`config.mk`:
```
export PLATFORM = sky130hd
export DESIGN_NAME = tps_queue
export DESIGN_NICKNAME = d
export VERILOG_FILES = /design/src/hdl/triangle_plane_split_macros.svh /design/src/hdl/tps_queue.sv
export SDC_FILE = /design/constraint.sdc
export NUM_CORES = 1
export LEC_CHECK = 0
export ABC_AREA = 1
export ABC_CLOCK_PERIOD_IN_PS = 1750
export BUFFER_PORTS_ARGS = -buffer_cell sky130_fd_sc_hd__buf_2
export CORE_MARGIN = 2
export CORE_UTILIZATION = 49
export DETAILED_ROUTE_END_ITERATION = 7
export GPL_ROUTABILITY_DRIVEN = 0
export MAX_ROUTING_LAYER = met4
export PLACE_DENSITY = 0.73
export SYNTH_ARGS = -nofsm -noshare
export SYNTH_HDL_FRONTEND = slang
export SYNTH_SLANG_ARGS = --single-unit
```
`constraint.sdc`:
```
create_clock -name clk -period 1.75 [get_ports clk]
set_input_delay 0.35 -clock clk [delete_from_list [all_inputs] [get_ports clk]]
set_output_delay 0.35 -clock clk [all_outputs]
set_load 0.01 [all_outputs]
```
`src/hdl/triangle_plane_split_macros.svh`:
```
// Assertion macros used by the triangle plane split back end.
`ifndef TRIANGLE_PLANE_SPLIT_MACROS_SVH
`define TRIANGLE_PLANE_SPLIT_MACROS_SVH
`ifndef NO_ASSERTIONS
`define TPS_ASSERT(label, clk, rst_n, prop) \
    label: assert property (@(posedge clk) disable iff (!rst_n) (prop)) \
        else $error("assertion failed");
`define TPS_ASSERT_NEXT(label, clk, rst_n, ante, cons) \
    label: assert property (@(posedge clk) disable iff (!rst_n) (ante) |=> (cons)) \
        else $error("assertion failed");
`else
`define TPS_ASSERT(label, clk, rst_n, prop)
`define TPS_ASSERT_NEXT(label, clk, rst_n, ante, cons)
`endif
`endif

```
`src/hdl/tps_queue.sv`:
```
// Two-entry queue between the front and back ends.
`default_nettype none
module tps_queue #(
    parameter int WIDTH = 8
) (
    input  wire logic clk,
    input  wire logic rst_n,
    input  wire logic in_valid,
    output logic in_ready,
    input  wire logic [WIDTH-1:0] in_data,
    output logic out_valid,
    input  wire logic out_ready,
    output logic [WIDTH-1:0] out_data
);
    logic [WIDTH-1:0] mem_reg [2];
    logic wr_ptr_reg, rd_ptr_reg;
    logic [1:0] count_reg;
    logic push, pop;

    assign in_ready = count_reg != 2'd2;
    assign out_valid = count_reg != 2'd0;
    assign out_data = mem_reg[rd_ptr_reg];
    assign push = in_valid && in_ready;
    assign pop = out_valid && out_ready;

    always_ff @(posedge clk or negedge rst_n)
    begin
        if (!rst_n)
        begin
            wr_ptr_reg <= 1'b0;
            rd_ptr_reg <= 1'b0;
            count_reg <= 2'd0;
        end
        else
        begin
            if (push) wr_ptr_reg <= !wr_ptr_reg;
            if (pop) rd_ptr_reg <= !rd_ptr_reg;
            count_reg <= count_reg + 2'(push) - 2'(pop);
        end
    end

    always_ff @(posedge clk)
    begin
        if (push) mem_reg[wr_ptr_reg] <= in_data;
    end
endmodule
`default_nettype wire

```
* Word level (Yosys, flattened, before mapping) *
Memory sizes are Yosys's and may differ from the RTL's.
Cells that the tools add are included.
Widths: inputs -> output; s select.

operators by class
  magnitude comparators = 0
  divide/modulo/power cells = 0
  shift operators = 0
  reduce and logical (&&, ||, !) cells = 5
  bitwise operators = 0
  multiply operators = 0
  add/subtract/negate cells = 2
  multiplexer cells = 2
  equal/unequal tests = 1

operators by type and width
  kind                number
  $add 2x1->2         1
  $logic_and 1x1->1   2
  $logic_not 1->1     2
  $mux 1              2
  $ne 2x2->1 const B  1
  $reduce_bool 2->1   1
  $sub 2x1->2         1

storage, ports and cells
  input bits = 12
  logic and storage cells = 14
  output and inout port bits = 10
  memories = 1
  register bits after elaboration = 4
  latch bits = 0
  ROM bits = 0
  RAM bits = 16

memory list
  memory   depth  bits a word  read ports  clocked after Yosys merged registers in  write ports  RTL line         source
  mem_reg  2      8            1           0                                        1            tps_queue.sv:15  logic [WIDTH-1:0] mem_reg [2];

* Logic depth before layout (Yosys ltp) *
Gate-level depths: netlist of the first run.

  depth in word-level cells = 4
  gate-level depth with buffers = 12
  depth with buffers taken out = 12

* Worst setup path after synthesis of the first run *
No wires, ideal clock.

  path kind = flip-flop to flip-flop
  from = reg count_reg[1]
  to = mem mem_reg[0][0], enable pin
  stages on the path, launching flop included = 4
  path buffers = 0
  slack = 0.386 ns
  data arrival time = 0.994 ns
  setup time = 0.370 ns
  period minus slack after synthesis = 1.364 ns
  data required time = 1.380 ns
  cell sequence = dfrtp_1 > nand2_2 > nand2_4 > nor2_1

between the ends
  word-level cells in the longest chain between the ends = 4

RTL lines
  item                          RTL line         source
  from (decl)                   tps_queue.sv:17  logic [1:0] count_reg;
  from (signal assigned)        tps_queue.sv:38  count_reg <= count_reg + 2'(push) - 2'(pop);
  $ne 2x2->1                    tps_queue.sv:20  assign in_ready = count_reg != 2'd2;
  named net in_ready            tps_queue.sv:9   output logic in_ready,
  $logic_and 1x1->1             tps_queue.sv:23  assign push = in_valid && in_ready;
  $mux 1                        tps_queue.sv:44  if (push) mem_reg[wr_ptr_reg] <= in_data;
  $mux 1 (not written as such)  tps_queue.sv:44
  to (decl)                     tps_queue.sv:15

The timed path passes the listed nets, and every way through them passes these cells.

* Worst setup path in the final report of the first run *
  from = reg rd_ptr_reg
  to = out out_data[0]

between the ends
  word-level cells in the longest chain between the ends = 1

RTL lines
  item                    RTL line         source
  from (decl)             tps_queue.sv:16  logic wr_ptr_reg, rd_ptr_reg;
  from (signal assigned)  tps_queue.sv:37  if (pop) rd_ptr_reg <= !rd_ptr_reg;
  $mem_v2 2x8             -
  to (decl)               tps_queue.sv:13  output logic [WIDTH-1:0] out_data

No other way between the ends.

==> reports/results.ini, run 1 <==
[setup_path]
cp.required_ps=1400
crit_fanout=9
crit_path_start=rd_ptr_reg
slowest_stage=dfrtp_1
cp_data_arrival_time_ps=1290
worstReg2RegStart=count_reg[1]
critical-path-max-stage-delay_ps=560
cp_cell_sequence=inv_2, nand2_1, nand2_1, buf_2
critical_path_class=register to output pin
worstSetupStartpointType=register
worst_setup_path_end_kind=output pin
crit_path_frequent_cell=nand2_1

[sta]
post-route-min-period_ps=1640
setup-violations-final=0
tightest_slew_ps=503
final-hold-violation-count=0
finalMaxSlewViolations=0
fin_ws_ps=112
tns_ps=0
grt_setup_unrepaired=false
clock.fmax_mhz=610
fin_skew_ps=7.13
timing.final.crit_share_pct=93.6
slew_headroom_pct=66.4

[synth]
synthFlopType=edfxtp_1
synth_cell_types=15
synth_top_area_cell=edfxtp_1
synth_edf_count=16
ys_seq_area_share_pct=70.6
netlist_instances=73
syn_area_per_cell_um2=11.3
synth_seq_cells=20
synthArstFlopShare_pct=20.0
synth_fp_nets=86
synth_area_um2=822
yosys.area.top_type_share_pct=58.4
yosysMostFrequentCell=nand2_1
netlist_top_cells_area=edfxtp_1 58%, nand2_1 13%, dfrtp_1 12%
synthTopCellsByCount=29 x nand2_1, 16 x edfxtp_1, 6 x inv_1
synth_warnings=0

[power_and_ir_drop]
ir_worst_vdd_mv=1.19
power.density_nw_per_um2=1620
p_leak_nw=0.478

[global_route]
antenna_found_initial=0
grt_start_max_net_pins=12
grt_pass1_vias=532
overflow=0
grt_pass1_wl_um=2110
groute.usage.overall_pct=15.6

[detailed_routing]
drtIter0Drc=7
totalWireLength_um=1410
drc=0
vias_per_cell=4.88
ant_nets=0
via_count=566
drt_pass1_iterations=4
routedWlPerCell_um=12.2

[die]
start_util_pct=53.3
io_pins=22
row_count=14
core_area_um2=1540
dieArea_um2=2020
die_y_um=45.0
die_x_um=45.0

[flow_run]
drv_cap=0

[cts]
clk_latency_ps=290
clkTransAtPathRegs_ps=110
cts_resized=0
cts-root-buf=clkbuf_4
cts_tree=yes
cts-htree-levels=1
cts_sinks=20
ctsHoldBuffers=1
clockBufferDepth=2
cts_buffers=3
post-cts-setup-buffers=0

[cells_and_area]
fin_util_pct=65.1
drive_above_1_share_pct=36.0
final_cell_area_um2=1000
diodes=0
area_growth_pct=22.1
nNetsFinal=114
largest_register_ffs=16

[hold_path]
hold_path_class=primary input to register
hp-start=in_data[2]

[placed_design]
dp_hpwl_um=1020
portBuffers=21
postPlaceCellArea_um2=957
pre_cts_ws_ps=333

[run_status]
status=completed

## worst max-delay path, delay by kind of cell (launching register included)
family,cells,cell delay (ps)
flip-flops,1,560
AND/OR/NAND/NOR,2,140
buffers and inverters,2,290
## per-layer routing
metal / part of all wire, % / global-route usage (%) / vias up
met4: 0.64 / 8.82 / 0
li1: - / - / 287
met3: 6.1 / 2.80 / 2
met2: 51 / 27.7 / 19
met5: 0 / - / -
met1: 42 / 16.0 / 258
## layout by cell type (no fill, tap or decap), drive strengths merged
cell	count
nand2	33
buf	23
edfxtp	16
inv	8
nor2	5
dfrtp	4
clkbuf	4
nand3	2
o21ai	1
a21oi	1
xor2	1
ha	1
dlygate4sd3	1
## path summary, 6_finish.rpt
kind,end,slack [ps],cells past startpoint
worst min-delay path,mem_reg[0][2],230,1
min in group asynchronous,count_reg[1],370,2
max in group asynchronous,count_reg[0],1260,2
worst max-delay path,out_data[0],110,4
worst min register to register,wr_ptr_reg,540,2
worst max register to register,mem_reg[1][7],320,3
## power by group
part	leakage [nW]	total (mW)	internal, mW	switching (mW)
registers	0.195	0.756	0.661	0.0942
clock network	0.0210	0.259	0.127	0.132
logic	0.262	0.614	0.234	0.379
## final cells by class
class | instances | area [um2]
Sequential cell | 20 | 581
Fill cell | 134 | 538
Multi-Input combinational cell | 44 | 206
Timing Repair Buffer | 24 | 130
Clock buffer | 4 | 36.3
Inverter | 8 | 30.0
Tap cell | 16 | 20.0
## cells by family (layout without fill, tap and decap cells)
| group | Yosys count | in the layout | share of synthesized area (%) |
|---|---|---|---|
| AO/OA/AOI/OAI | 2 | 2 | 1.22 |
| AND/OR/NAND/NOR | 40 | 40 | 21.3 |
| buffers and inverters | 9 | 36 | 4.26 |
| adder cells (fa/ha/maj) | 1 | 1 | 1.52 |
| XOR/XNOR | 1 | 1 | 1.07 |
| flip-flops | 20 | 20 | 70.6 |
## stage by stage
stage | cells | hold WS, ps | total power, mW
after floorplan | 73 | 54.4 | 1.14
after global placement | 111 | 161 | 1.35
after detailed placement | 111 | 160 | 1.38
after CTS | 116 | 234 | 1.64
after global routing | 116 | 229 | 1.74
final | 116 | 234 | 1.63
(Power assumes the default switching activity.)
==> run 2, diff against run 1 <==
--- a/config.mk
+++ b/config.mk
@@ -6,14 +6,15 @@
 export NUM_CORES = 1
 export LEC_CHECK = 0
 export ABC_AREA = 1
-export ABC_CLOCK_PERIOD_IN_PS = 1750
+export ABC_CLOCK_PERIOD_IN_PS = 2100
 export BUFFER_PORTS_ARGS = -buffer_cell sky130_fd_sc_hd__buf_2
 export CORE_MARGIN = 2
-export CORE_UTILIZATION = 49
+export CORE_UTILIZATION = 50
 export DETAILED_ROUTE_END_ITERATION = 7
 export GPL_ROUTABILITY_DRIVEN = 0
 export MAX_ROUTING_LAYER = met4
-export PLACE_DENSITY = 0.73
+export PLACE_DENSITY = 0.74
+export SETUP_SLACK_MARGIN = 0.3
 export SYNTH_ARGS = -nofsm -noshare
 export SYNTH_HDL_FRONTEND = slang
 export SYNTH_SLANG_ARGS = --single-unit
==> constraint.sdc (replaced) <==
create_clock -name clk -period 2.1 [get_ports clk]
set_input_delay 0.42 -clock clk [delete_from_list [all_inputs] [get_ports clk]]
set_output_delay 0.42 -clock clk [all_outputs]
set_load 0.01 [all_outputs]
==> run 2 against run 1 <==
Compared with the run above:
- cell count decreased by 0.86%
- die area decreased by 1.8%
- total power decreased by 20%
==> reports/results.ini, run 2 (synthesis gave the netlist of run 1 again) <==
[sta]
fin_skew_ps=4.41
grt_setup_unrepaired=false
setup-violations-final=0
post-route-min-period_ps=1650
tns_ps=0
clock.fmax_mhz=607
tightest_slew_ps=493
timing.final.crit_share_pct=78.4
whs_ps=311
final-hold-violation-count=0
finalMaxSlewViolations=0
slew_headroom_pct=67.1
fin_ws_ps=453

[setup_path]
worst_setup_path_end_kind=output pin
crit_fanout=9
worstSetupStartpointType=register
cp.required_ps=1680
critical_path_class=register to output pin
cp_data_arrival_time_ps=1230

[cts]
cts_sinks=20
clockBufferDepth=2
clk_latency_ps=290
cts-htree-levels=1
cts_resized=0
clkTransAtPathRegs_ps=100
ctsHoldBuffers=1
cts_tree=yes
cts_buffers=3
cts-root-buf=clkbuf_4
post-cts-setup-buffers=0

[detailed_routing]
via_count=559
drc=0
drt_pass1_iterations=4
totalWireLength_um=1280
ant_nets=0
drtIter0Drc=7
vias_per_cell=4.86
routedWlPerCell_um=11.1

[cells_and_area]
layout_common_cells=29 x nand2_1, 21 x buf_2, 16 x edfxtp_1
area_growth_pct=19.9
final_cell_area_um2=986
nNetsFinal=113
diodes=0
largest_register_ffs=16
final_common_cell=nand2_1
drive_above_1_share_pct=34.3
fin_util_pct=64.7

[global_route]
grt_start_max_net_pins=12
grt_pass1_vias=488
overflow=0
grt_pass1_wl_um=2030
groute.usage.overall_pct=14.9
antenna_found_initial=0

[die]
row_count=14
die_y_um=44.5
die_x_um=44.5
start_util_pct=53.9
dieArea_um2=1980
io_pins=22
core_area_um2=1520

[flow_run]
drv_cap=0

[hold_path]
hold_path_class=primary input to register

[placed_design]
postPlaceCellArea_um2=950
portBuffers=21
pre_cts_ws_ps=670
dp_hpwl_um=964

[run_status]
status=completed

[power_and_ir_drop]
ir_worst_vdd_mv=0.818
power.density_nw_per_um2=1320
p_leak_nw=0.467

## run 2: cell types whose count changed in the layout (fill, tap and decap cells not counted)
cell      previous run  this run
buf_4                2         1
clkbuf_1             0         1
clkbuf_8             1         0
## run 2: power by group
part,switching [mW],internal (mW)
sequential,0.0754,0.551
combinational,0.306,0.186
clock,0.106,0.0738
## run 2: area by class of cell
type / instances / area, um2
well taps: 16 / 20.0
fillers: 128 / 538
multi-input cells: 44 / 206
flip-flops and latches: 20 / 581
inverters: 8 / 30.0
clock buffers: 4 / 26.3
repair buffers: 23 / 123
## run 2: stage by stage
stage	instances	power, mW
2_1_floorplan	73	0.953
4_1_cts	115	1.31
5_1_grt	115	1.40
3_5_place_dp	110	1.14
6_report	115	1.30
3_3_place_gp	110	1.12
## run 2: final timing paths
check | from | slack, ps | end | cells after the start
worst max-delay path | rd_ptr_reg | 450 | out_data[3] | 4
worst min-delay path | in_data[2] | 310 | mem_reg[1][2] | 1
worst max register to register | count_reg[0] | 660 | count_reg[1] | 11
worst min register to register | wr_ptr_reg | 560 | wr_ptr_reg | 2
max in group asynchronous | rst_n | 1530 | rd_ptr_reg | 2
min in group asynchronous | rst_n | 450 | count_reg[0] | 2
## run 2: metal layers
layer  routed length (um)  global-route usage (%)
met5                    0                       -
met4                   14                    5.45
met3                   63                    3.67
met2                  611                    24.6
met1                  592                    17.5
## run 2: critical path, stage by stage, from the launching register on
cell     delay (ps)
dfrtp_1         530
inv_2           150
nand2_1          90
nand2_1          40
buf_2           130
==> run 3, diff against run 2 <==
--- a/config.mk
+++ b/config.mk
@@ -6,14 +6,14 @@
 export NUM_CORES = 1
 export LEC_CHECK = 0
 export ABC_AREA = 1
-export ABC_CLOCK_PERIOD_IN_PS = 2100
+export ABC_CLOCK_PERIOD_IN_PS = 1600
 export BUFFER_PORTS_ARGS = -buffer_cell sky130_fd_sc_hd__buf_2
 export CORE_MARGIN = 2
-export CORE_UTILIZATION = 50
+export CORE_UTILIZATION = 49
 export DETAILED_ROUTE_END_ITERATION = 7
 export GPL_ROUTABILITY_DRIVEN = 0
 export MAX_ROUTING_LAYER = met4
-export PLACE_DENSITY = 0.74
+export PLACE_DENSITY = 0.73
 export SETUP_SLACK_MARGIN = 0.3
 export SYNTH_ARGS = -nofsm -noshare
 export SYNTH_HDL_FRONTEND = slang
==> constraint.sdc (replaced) <==
create_clock -name clk -period 1.6 [get_ports clk]
set_input_delay 0.32 -clock clk [delete_from_list [all_inputs] [get_ports clk]]
set_output_delay 0.32 -clock clk [all_outputs]
set_load 0.01 [all_outputs]
==> run 3 against run 2 <==
Compared with the run above:
- worst setup slack lost 310 ps
- die area rose by 1.9%
- flip-flop and latch count stayed put
- core utilization increased by 9.1 points
- largest cell class unchanged
==> reports/results.ini, run 3 (synthesis gave the netlist of run 1 again) <==
[global_route]
antenna_found_initial=0
grt_pass1_wl_um=2220
groute.usage.overall_pct=16.5
overflow=0
grt_start_max_net_pins=12
grt_pass1_vias=567

[hold_path]
min_to=mem_reg[1][6]
hold_depth=1
hp-start=in_data[6]
hold_path_class=primary input to register

[sta]
grt_setup_unrepaired=true
finalMaxSlewViolations=0
post-route-min-period_ps=1460
tightest_slew_ps=268
final-hold-violation-count=0
setup-violations-final=0
fin_skew_ps=3.90
slew_headroom_pct=82.1
tns_ps=0
timing.final.crit_share_pct=91.0
fin_ws_ps=145
clock.fmax_mhz=687

[placed_design]
pre_cts_ws_ps=226
dp_hpwl_um=998
portBuffers=21

[die]
io_pins=22
row_count=14
dieArea_um2=2020
die_y_um=45.0
start_util_pct=53.3
die_x_um=45.0
core_area_um2=1540

[detailed_routing]
drt_pass1_iterations=3
totalWireLength_um=1530
vias_per_cell=4.92
via_count=595
ant_nets=0
routedWlPerCell_um=12.6
drc=0
drtIter0Drc=5

[power_and_ir_drop]
p_leak_nw=0.510
ir_worst_vdd_mv=1.00
power.density_nw_per_um2=1830

[setup_path]
slowest_stage=dfrtp_2
worstReg2RegStart=count_reg[0]
worstSetupStartpointType=register
cp.required_ps=1280
rr_worst_depth=11
critical_path_class=register to output pin
cp_cell_sequence=buf_6, nand2_2, nand2_1, buf_2
r2r_end=count_reg[1]
worst_setup_path_end_kind=output pin
cp_data_arrival_time_ps=1140
r2r_slack_ps=210
crit_fanout=4
critical-path-max-stage-delay_ps=460

[cts]
clockBufferDepth=2
cts_sinks=20
cts_tree=yes
cts_buffers=3
clkTransAtPathRegs_ps=110
cts-htree-levels=1
clk_latency_ps=300
cts-root-buf=clkbuf_4

[cells_and_area]
largest_register_ffs=16
area_growth_pct=38.4
layout_common_cells=19 x nand2_1, 19 x buf_2, 16 x edfxtp_1
fillers=102
multi_input_area_um2=284
seqCellArea_um2=584
drive_above_1_share_pct=54.3
nNetsFinal=119
diodes=0

[run_status]
status=completed

[flow_run]
drv_cap=0

run 3: worst max-delay path: cells and delay by family (launching register included):
kind	cells	cell delay, ps
flops	1	460
buf+inv	2	280
simple gates	2	90
run 3: metal layers:
metal / GRT usage (%) / vias to the layer above / part of all wire (%)
met5: - / - / 0
met4: 7.06 / 0 / 1.8
met3: 4.80 / 5 / 4.7
met2: 28.3 / 17 / 53
met1: 17.7 / 277 / 40
li1: - / 296 / -
run 3: worst max-delay path by stage:
stage,slack (ps),startpoint,endpoint,depth (start not counted)
after global placement,250,count_reg[0],count_reg[1],11
after floorplan,300,count_reg[1],count_reg[1],11
final,140,rd_ptr_reg,out_data[0],4
after CTS,150,rd_ptr_reg,out_data[3],4
after global routing,100,rd_ptr_reg,out_data[1],4
after detailed placement,230,count_reg[0],count_reg[1],11
run 3: what timing repair did:
item / in CTS / in global routing
hold endpoints to repair: 4 / 0
hold buffers: 1 / 0
gates resized for setup: 17 / 13
gates cloned: 0 / 1
pin swaps: 6 / 6
setup endpoints to repair: 28 / 28
setup buffers: 2 / 2
run 3: through the flow:
| step | instances | total power [mW] | util [%] | hold WS (ps) | cell area [um2] |
|---|---|---|---|---|---|
| floorplan | 73 | 1.26 | - | 24.4 | 825 |
| global placement | 111 | 1.49 | 62.3 | 131 | 960 |
| detailed placement | 111 | 1.52 | 62.3 | 134 | 960 |
| CTS | 118 | 1.92 | 69.2 | 196 | 1070 |
| global route | 121 | 2.22 | 73.8 | 190 | 1140 |
| finish | 121 | 2.08 | 73.8 | 200 | 1140 |
run 3: cell type report:
cell class / instances / share of cell area, %
clock buffer: 3 / 1.98
clock inverter: 1 / 0.330
inverter: 8 / 3.08
multi-input combinational: 45 / 25.0
sequential: 20 / 51.4
tap: 16 / 1.76
timing repair buffer: 28 / 16.5
run 3: where the power goes:
group | total (mW) | switching, mW | internal [mW] | leakage, nW
Sequential | 0.862 | 0.129 | 0.733 | 0.192
Combinational | 0.974 | 0.537 | 0.437 | 0.303
Clock | 0.240 | 0.149 | 0.0911 | 0.0154
